$ cat src/rtl/swbm_pkg.sv
// swbm_pkg: shared types and fixed widths for the sliding window best match block.
// No dependencies; used through scoped names by every module under rtl/ but swbm_checker.
`default_nettype none
package swbm_pkg;
	localparam int CHAR_W  = 8;
	localparam int CNT_W   = 4;
	localparam int PAT_W   = 64;
	localparam int IDX_W   = 2;
	localparam int QADDR_W = 2;

	localparam logic [IDX_W-1:0] REG_PATTERN_CHARS = 2'd0;
	localparam logic [IDX_W-1:0] REG_PATTERN_LEN   = 2'd1;

	localparam logic [CNT_W-1:0] PATTERN_LEN_RST = 4'd3;

	typedef struct packed {
		logic [CNT_W-1:0] cnt;
		logic             scored;
		logic             last;
	} swbm_entry_t;
endpackage
`default_nettype wire

$ cat src/rtl/sliding_window_best_match.sv
// sliding_window_best_match: top level; config registers, front, queue, back.
// Depends on swbm_pkg, swbm_front, swbm_queue, swbm_back.
//
// channel | handshake              | payload
// in      | in_valid / in_ready    | genome_char[7:0], genome_last
// out     | out_valid / out_ready  | best_matches[3:0], window_seen
// cfg     | cfg_valid / cfg_ready  | cfg_index[1:0], cfg_data[63:0]
//
// One word per cycle unless the queue is full; a word's compare and count
// happen in the cycle it is taken, the best count is updated as its entry
// is popped. A result appears in the cycle after its last word leaves the queue.
// Reset clears window, counters, queue and out_valid; pattern_len resets to 3.
// A stalled result blocks only last words; other words keep draining.
`default_nettype none
module sliding_window_best_match #(
	parameter int PAT_MAX = 8
) (
	input  wire logic                          clk,
	input  wire logic                          arst_n,
	input  wire logic                          in_valid,
	output logic                               in_ready,
	input  wire logic [swbm_pkg::CHAR_W-1:0]   genome_char,
	input  wire logic                          genome_last,
	output logic                               out_valid,
	input  wire logic                          out_ready,
	output logic [swbm_pkg::CNT_W-1:0]         best_matches,
	output logic                               window_seen,
	input  wire logic                          cfg_valid,
	output logic                               cfg_ready,
	input  wire logic [swbm_pkg::IDX_W-1:0]    cfg_index,
	input  wire logic [swbm_pkg::PAT_W-1:0]    cfg_data
);
	logic [swbm_pkg::PAT_W-1:0] pattern_chars_q;
	logic [swbm_pkg::CNT_W-1:0] pattern_len_q;
	logic                       take;
	logic                       q_full;
	logic                       q_nonempty;
	logic                       q_pop;
	swbm_pkg::swbm_entry_t      f_entry;
	swbm_pkg::swbm_entry_t      q_head;

	assign cfg_ready = 1'b1;
	assign in_ready  = !q_full;
	assign take      = in_valid && in_ready;

	always_ff @(posedge clk or negedge arst_n) begin
		if (!arst_n) begin
			pattern_chars_q <= '0;
			pattern_len_q   <= swbm_pkg::PATTERN_LEN_RST;
		end else if (cfg_valid) begin
			case (cfg_index)
				swbm_pkg::REG_PATTERN_CHARS: pattern_chars_q <= cfg_data;
				swbm_pkg::REG_PATTERN_LEN:   pattern_len_q <= cfg_data[swbm_pkg::CNT_W-1:0];
				default: ;
			endcase
		end
	end

	swbm_front #(.PAT_MAX(PAT_MAX)) u_front (
		.clk          (clk),
		.arst_n       (arst_n),
		.take         (take),
		.genome_char  (genome_char),
		.genome_last  (genome_last),
		.pattern_chars(pattern_chars_q),
		.pattern_len  (pattern_len_q),
		.entry        (f_entry)
	);

	swbm_queue u_queue (
		.clk       (clk),
		.arst_n    (arst_n),
		.push      (take),
		.push_entry(f_entry),
		.full      (q_full),
		.pop       (q_pop),
		.nonempty  (q_nonempty),
		.head      (q_head)
	);

	swbm_back u_back (
		.clk         (clk),
		.arst_n      (arst_n),
		.nonempty    (q_nonempty),
		.head        (q_head),
		.pop         (q_pop),
		.out_valid   (out_valid),
		.out_ready   (out_ready),
		.best_matches(best_matches),
		.window_seen (window_seen)
	);
endmodule
`default_nettype wire

$ cat src/rtl/swbm_front.sv
// swbm_front: character window, per-word position compare and match count.
// Depends on swbm_pkg; pushes one swbm_entry_t per accepted word.
`default_nettype none
module swbm_front #(
	parameter int PAT_MAX = 8
) (
	input  wire logic                       clk,
	input  wire logic                       arst_n,
	input  wire logic                       take,
	input  wire logic [swbm_pkg::CHAR_W-1:0] genome_char,
	input  wire logic                       genome_last,
	input  wire logic [swbm_pkg::PAT_W-1:0]  pattern_chars,
	input  wire logic [swbm_pkg::CNT_W-1:0]  pattern_len,
	output swbm_pkg::swbm_entry_t           entry
);
	localparam logic [swbm_pkg::CNT_W-1:0] PMAX = swbm_pkg::CNT_W'(PAT_MAX);

	logic [swbm_pkg::CHAR_W-1:0] win_q [PAT_MAX];
	logic [swbm_pkg::CHAR_W-1:0] win_next [PAT_MAX];
	logic [swbm_pkg::CNT_W-1:0]  seen_q;
	logic [swbm_pkg::CNT_W-1:0]  seen_next;
	logic [swbm_pkg::CNT_W-1:0]  eff_len;
	logic [PAT_MAX-1:0]          hit;
	logic [swbm_pkg::CNT_W-1:0]  cnt;

	always_comb begin
		win_next[0] = genome_char;
		for (int j = 1; j < PAT_MAX; j++) begin
			win_next[j] = win_q[j-1];
		end
		seen_next = (seen_q < PMAX) ? seen_q + 4'd1 : seen_q;
		eff_len = (pattern_len > PMAX) ? PMAX : pattern_len;
	end

	// position k of the window is the word taken len-1-k words ago
	always_comb begin
		hit = '0;
		for (int k = 0; k < PAT_MAX; k++) begin
			for (int j = 0; j < PAT_MAX; j++) begin
				if (swbm_pkg::CNT_W'(j) + swbm_pkg::CNT_W'(k) + 4'd1 == eff_len) begin
					hit[k] = (win_next[j] == pattern_chars[8*k +: 8]);
				end
			end
		end
		cnt = '0;
		for (int k = 0; k < PAT_MAX; k++) begin
			cnt = cnt + swbm_pkg::CNT_W'(hit[k]);
		end
	end

	always_comb begin
		entry.scored = (eff_len != '0) && (seen_next >= eff_len);
		entry.cnt    = cnt;
		entry.last   = genome_last;
	end

	always_ff @(posedge clk or negedge arst_n) begin
		if (!arst_n) begin
			seen_q <= '0;
			for (int j = 0; j < PAT_MAX; j++) begin
				win_q[j] <= '0;
			end
		end else if (take) begin
			if (genome_last) begin
				seen_q <= '0;
				for (int j = 0; j < PAT_MAX; j++) begin
					win_q[j] <= '0;
				end
			end else begin
				seen_q <= seen_next;
				for (int j = 0; j < PAT_MAX; j++) begin
					win_q[j] <= win_next[j];
				end
			end
		end
	end
endmodule
`default_nettype wire

$ cat src/rtl/swbm_queue.sv
// swbm_queue: four-entry queue of swbm_entry_t between front and back.
// Depends on swbm_pkg.
`default_nettype none
module swbm_queue (
	input  wire logic                 clk,
	input  wire logic                 arst_n,
	input  wire logic                 push,
	input  wire swbm_pkg::swbm_entry_t push_entry,
	output logic                      full,
	input  wire logic                 pop,
	output logic                      nonempty,
	output swbm_pkg::swbm_entry_t     head
);
	localparam int DEPTH = 1 << swbm_pkg::QADDR_W;

	swbm_pkg::swbm_entry_t          mem_q [DEPTH];
	logic [swbm_pkg::QADDR_W-1:0]   wr_q;
	logic [swbm_pkg::QADDR_W-1:0]   rd_q;
	logic [swbm_pkg::QADDR_W:0]     cnt_q;

	assign full     = (cnt_q == (swbm_pkg::QADDR_W+1)'(DEPTH));
	assign nonempty = (cnt_q != '0);
	assign head     = mem_q[rd_q];

	always_ff @(posedge clk) begin
		if (push) begin
			mem_q[wr_q] <= push_entry;
		end
	end

	always_ff @(posedge clk or negedge arst_n) begin
		if (!arst_n) begin
			wr_q  <= '0;
			rd_q  <= '0;
			cnt_q <= '0;
		end else begin
			if (push) begin
				wr_q <= wr_q + 1'b1;
			end
			if (pop) begin
				rd_q <= rd_q + 1'b1;
			end
			if (push && !pop) begin
				cnt_q <= cnt_q + 1'b1;
			end else if (pop && !push) begin
				cnt_q <= cnt_q - 1'b1;
			end
		end
	end
endmodule
`default_nettype wire

$ cat src/rtl/swbm_back.sv
// swbm_back: running best count per genome and the registered result word.
// Depends on swbm_pkg; drains swbm_queue.
`default_nettype none
module swbm_back (
	input  wire logic                      clk,
	input  wire logic                      arst_n,
	input  wire logic                      nonempty,
	input  wire swbm_pkg::swbm_entry_t     head,
	output logic                           pop,
	output logic                           out_valid,
	input  wire logic                      out_ready,
	output logic [swbm_pkg::CNT_W-1:0]     best_matches,
	output logic                           window_seen
);
	logic [swbm_pkg::CNT_W-1:0] best_q;
	logic [swbm_pkg::CNT_W-1:0] best_next;
	logic                       out_valid_q;
	logic [swbm_pkg::CNT_W-1:0] best_out_q;
	logic                       seen_out_q;

	assign pop = nonempty && (!head.last || !out_valid_q || out_ready);
	assign best_next = (head.scored && head.cnt > best_q) ? head.cnt : best_q;

	assign out_valid    = out_valid_q;
	assign best_matches = best_out_q;
	assign window_seen  = seen_out_q;

	always_ff @(posedge clk or negedge arst_n) begin
		if (!arst_n) begin
			best_q      <= '0;
			out_valid_q <= 1'b0;
		end else begin
			if (pop) begin
				best_q <= head.last ? '0 : best_next;
			end
			if (pop && head.last) begin
				out_valid_q <= 1'b1;
			end else if (out_ready) begin
				out_valid_q <= 1'b0;
			end
		end
	end

	always_ff @(posedge clk) begin
		if (pop && head.last) begin
			best_out_q <= best_next;
			seen_out_q <= head.scored;
		end
	end
endmodule
`default_nettype wire

$ cat config.mk
export PLATFORM = sky130hd
export DESIGN_NAME = sliding_window_best_match
export DESIGN_NICKNAME = d
export VERILOG_FILES = /design/src/rtl/swbm_pkg.sv /design/src/rtl/sliding_window_best_match.sv /design/src/rtl/swbm_front.sv /design/src/rtl/swbm_queue.sv /design/src/rtl/swbm_back.sv
export SDC_FILE = /design/constraint.sdc
export NUM_CORES = 1
export LEC_CHECK = 0
export CAP_MARGIN = 15
export CORE_UTILIZATION = 45
export CTS_CLUSTER_SIZE = 40
export DETAILED_ROUTE_END_ITERATION = 8
export DONT_BUFFER_PORTS = 1
export SETUP_SLACK_MARGIN = 0.1
export SLEW_MARGIN = 20
export SYNTH_ARGS = -nofsm -noshare
export SYNTH_HDL_FRONTEND = slang
export SYNTH_HIERARCHICAL = 1
export SYNTH_SLANG_ARGS = --single-unit
$ cat constraint.sdc
create_clock -name clk -period 10.16 [get_ports clk]
set_input_delay 1.016 -clock clk [delete_from_list [all_inputs] [get_ports clk]]
set_output_delay 1.016 -clock clk [all_outputs]
set_load 0.005 [all_outputs]
# Yosys cells after proc, flatten, opt, wreduce, memory -nomap -nowiden
# Memory sizes are Yosys's and may differ from the RTL's.
# Cells that the tools add are included.
# Widths: inputs -> output; s select.
# classes
bitwise_logic	0
mul	0
div_mod_pow	0
n_addsub	12
shifts	0
reduce_logical	21
eq_ne	81
n_mux	76
order_cmp	4
# op_table
operator	count
$eq 8x8->1	64
$mux 1	68
$mux 64	1
$eq 4x4->1 const A	8
$add 4x1->4	6
$mux 4	5
$eq 3x4->1 const A	4
$eq 2x4->1 const A	2
$logic_and 1x1->1	7
$mux 3	2
$logic_not 1->1	5
$add 2x1->2 const B	2
$add 4x1->4 const B	1
$eq 1x4->1 const A	1
$ge 4x4->1	1
$gt 4x4->1	1
$gt 4x4->1 const B	1
$lt 4x4->1 const B	1
$reduce_and 2->1	2
$reduce_bool 2->1	2
$reduce_bool 4->1	1
$add 3x1->3 const B	1
$eq 3x3->1 const B	1
$reduce_bool 3->1	1
other kinds (5)	6
# word_totals
input_bits	80
mem_bits_rw	24
word_cells	212
latchBits	0
romBits	0
mem_count	1
ff_bits	145
# mem_list
memory	words	width	read_ports	rd_clocked_by_memory_dff	write_ports	line	source
u_queue.mem_q	4	6	1	0	1	swbm_queue.sv:16	swbm_pkg::swbm_entry_t mem_q [DEPTH];

# Depth between registers and ports, before layout
# depth
word_depth	18
ltp_mapped	17

# Modules after synthesis
# The synthesis kept the hierarchy.
# modules_own_cells
mod	cells_per_inst	area_per_inst_um2	instances
swbm_front	800	6643.9	1
sliding_window_best_match	149	2867.8	1
swbm_queue	66	1263.7	1
swbm_back	52	618.1	1

# Least setup slack after synthesis
# Ideal clock, no wire load.
# synth_timing
path_type	input to register
startpoint	in genome_char[1] (netlist name)
endpoint	mem u_queue/mem_q[0][4] (netlist name), data pin
arrival_ns	4.229
slack_ns	5.659
setup_ns	0.272
stages	17
cell_sequence	buf_6 -> xnor2_1 -> and4b_1 -> a31oi_1 -> nand3_1 -> a211o_1 -> a31oi_1 -> fa_1 -> inv_1 -> fa_1 -> inv_1 -> fa_1 -> inv_1 -> ha_1 -> inv_1 -> fa_1 -> xnor2_1
# synth_rtl
element	line	source
from (decl)	sliding_window_best_match.sv:22	input wire logic [swbm_pkg::CHAR_W-1:0] genome_char,
to (decl)	swbm_queue.sv:16	

==> run_results.csv <==
group,metric,value,unit
logic_synthesis,synthesis.nets,1169,
sta,rsz0062_at_grt,"false",
cts,clock_latency,0.43,ns
detailed_routing,postRouteAntennaNets,0,
sta,fin_crit,4.810,ns
detailed_routing,finalWirelength,28830,um
cells_and_area,layout.nets,1076,
cells_and_area,diodes,0,
die,start_util,46.31,%
logic_synthesis,yosysTopAreaCell,"dfrtp_1",
detailed_routing,vias,7398,
logic_synthesis,synth_top_area_share,30.31,%
logic_synthesis,synth_area,0.01139,mm^2
cts,cts_inserted_buffers,17,
placement,numPortBuffers,0,
detailed_routing,drt_first_iter_violations,692,
logic_synthesis,yosys_register_bits,169,
logic_synthesis,synth.distinct_cells,57,
die,die-height,161.1,um
detailed_routing,drc,0,
die,ios,88,
critical_path,crit_fanout,15,
placement,placed_area,0.01117,mm^2
critical_path,crit_path_start_kind,"register",
logic_synthesis,yosys-top-cells-area,"dfrtp_1, xnor2_1, xor2_1, mux2_4, edfxtp_1",
critical_path,rr_worst_depth,16,
logic_synthesis,synth-edff-count,29,
critical_path,crit_type,"register to register",
grt,grt_max_degree,141,
sta,setup_violations,0,
critical_path,critPathRequiredTime,10.39,ns
sta,max_freq,0.2079,GHz
critical_path,cp-end-kind,"register",
cts,clk_path_buf_depth,2,
detailed_routing,wl_per_cell,21.99,um
cells_and_area,drive_gt1_share,13.48,%
logic_synthesis,avgSynthCellArea,10.68,um^2
run,cap_violations,0,
logic_synthesis,synthCells,1067,
cells_and_area,layout_commonest_cell,"xnor2_1",
logic_synthesis,synth_seq_area_share,38.41,%
cts,post_cts_resized,0,
die,core_area,0.02460,mm^2
grt,antenna_found_initial,0,
power,power,2.640,mW
sta,max_slew_margin,46.33,%
hold_path,hold_path.class,"input pin to async pin",
cells_and_area,area_growth_syn_to_layout,3.009,%
cts,root_buffer,"clkbuf_16",
power,vdd_drop_max,0.1257,mV
logic_synthesis,ys.flop_type,"dfrtp_1",
sta,min_period_over_period,47.34,%
die,num_rows,57,
sta,skew,0.01222,ns
sta,tightest_slew,0.8050,ns
placement,gp_congestion,0.9023,
cells_and_area,most-common-layout-cells,"xnor2_1, xor2_1, dfrtp_1",
sta,whs,0.2960,ns
die,dieArea,0.02596,mm^2
sta,hold_violations,0,
detailed_routing,drtPass1Iterations,5,
cts,post_cts_buffers,0,
power,p_per_area,224.9,mW/mm^2
power,p_leak,4.708,nW
logic_synthesis,async_reset_ff_share,82.84,%
logic_synthesis,ys_warn_count,6,
grt,grt_util_all_layers,22.72,%
cts,clk_pin_slew_worst_paths,0.08,ns
critical_path,arrival,5.04,ns
grt,grt_pass1_wl,44350,um
cts,postCtsHoldBufs,0,
grt,grt_pass1_vias,7211,
grt,grt.overflow.total,0,
detailed_routing,avgViaCountPerCell,5.643,
die,die_w,161.1,um
cts,htreeDepth,4,
placement,dp_hpwl,19370,um
sta,tns,0,ns
cts,cts_tree,"built",
cts,cts.sinks,169,
cells_and_area,design_area,0.01174,mm^2
run_status,status,"finished, final reports clean",
sta,slew_violations,0,
[registers in the layout, indices dropped and copies added (netlist names)]
register and flops:
pattern_chars_q 64, u_back/window_seen 1, u_queue/wr_q 2, pattern_len_q 4, u_front/win_next 56, u_front/seen_q 4
u_queue/rd_q 2, u_back/best_q 4, u_queue/mem_q 24, u_back/best_matches 4, u_queue/cnt_q 3, u_back/out_valid 1
[where the power goes]
group          internal [mW]  switching (mW)  leakage, nW  total, mW
Combinational          0.452           0.378         2.39      0.830
Clock                  0.345           0.296        0.275      0.641
Sequential             0.842           0.327         2.05       1.17
[final cells by class]
cell class,count,area (um^2)
Fill cell,2230,12870
Multi-Input combinational cell,701,6050
Sequential cell,169,4377
Clock buffer,19,432.9
Tap cell,324,405.4
Inverter,81,304.0
Clock inverter,13,137.6
Timing Repair Buffer,4,30.03
[synthesized netlist by cell type (2+ instances only)]
master    instances
a21o_1            2
dfstp_2           2
dfrtp_1         138
a31oi_1           6
o21ai_0          61
a211o_2           4
o311ai_1          4
mux2_4           63
nand2b_1          5
buf_12            6
inv_1            80
nor3_1           19
o41ai_1           3
fa_1              5
nand4_1          46
nor3b_2           3
nand3b_1         57
nor3b_1           2
xnor2_1         150
nand3_1          13
nor2b_1           4
ha_1             17
a21oi_1           5
and2_1            4
buf_1             4
nand2_1          10
mux4_2            6
buf_2            40
edfxtp_1         29
buf_6             5
nor4_1           28
mux2_2           10
buf_4            15
clkbuf_1         46
xor2_1          147
nor2_1            7
[worst max-delay path: stages (launching register included)]
cell and delay (ns):
dfrtp_1 0.65, nand2b_4 0.30, nor3b_2 0.46, nand3_1 0.13, nor4_1 0.25, a211o_1 0.15
a31oi_1 0.11, fa_1 0.53, inv_1 0.06, fa_1 0.47, inv_1 0.05, fa_1 0.43
inv_1 0.06, ha_1 0.16, inv_1 0.07, fa_1 0.43, xnor2_1 0.28
[final timing paths]
| check | slack (ns) | from | endpoint |
|---|---|---|---|
| min | 0.30 | arst_n | u_front/win_next[6]$_DFFE_PN0P_ |
| min reg2reg | 0.48 | u_queue/cnt_q[2]$_DFFE_PN0P_ | u_queue/cnt_q[2]$_DFFE_PN0P_ |
| max reg2reg | 5.35 | pattern_len_q[3]$_DFFE_PN0P_ | u_queue/mem_q[3][4]$_DFFE_PP_ |
| min in group clk | 0.48 | u_queue/cnt_q[2]$_DFFE_PN0P_ | u_queue/cnt_q[2]$_DFFE_PN0P_ |
| max | 5.35 | pattern_len_q[3]$_DFFE_PN0P_ | u_queue/mem_q[3][4]$_DFFE_PP_ |
| max in group asynchronous | 9.62 | arst_n | pattern_len_q[0]$_DFFE_PN1P_ |
[per-stage QoR]
step	setup slack [ns]	std cells	util, %
global placement	5.538	1279	45.38
detailed placement	5.459	1279	45.38
finish	5.350	1311	47.70
floorplan	5.659	1067	-
global route	5.266	1311	47.70
CTS	5.483	1311	47.70
[kinds of logic (layout without fill, tap and decap cells)]
family / Yosys count / after routing / synth area share [%]
and+or+nand+nor: 206 / 206 / 11.62
DFF: 169 / 169 / 38.41
adders and majority gates: 22 / 22 / 2.745
xor gates and xnor gates: 297 / 297 / 22.83
buffers and inverters: 197 / 117 / 8.610
muxes: 80 / 80 / 10.56
other: 1 / 1 / 0.03291
AOI/OAI and AO/OA: 95 / 95 / 5.184
[metal layers]
| layer | wire, um | vias to the layer above | GRT usage [%] |
|---|---|---|---|
| met1 | 12870 | 3676 | 30.56 |
| met2 | 13570 | 290 | 36.79 |
| met3 | 1543 | 60 | 3.441 |
| met4 | 845 | 0 | 8.962 |
| li1 | - | 3372 | - |
| met5 | 0 | - | 0 |
Power figures use the tool's default switching activity.
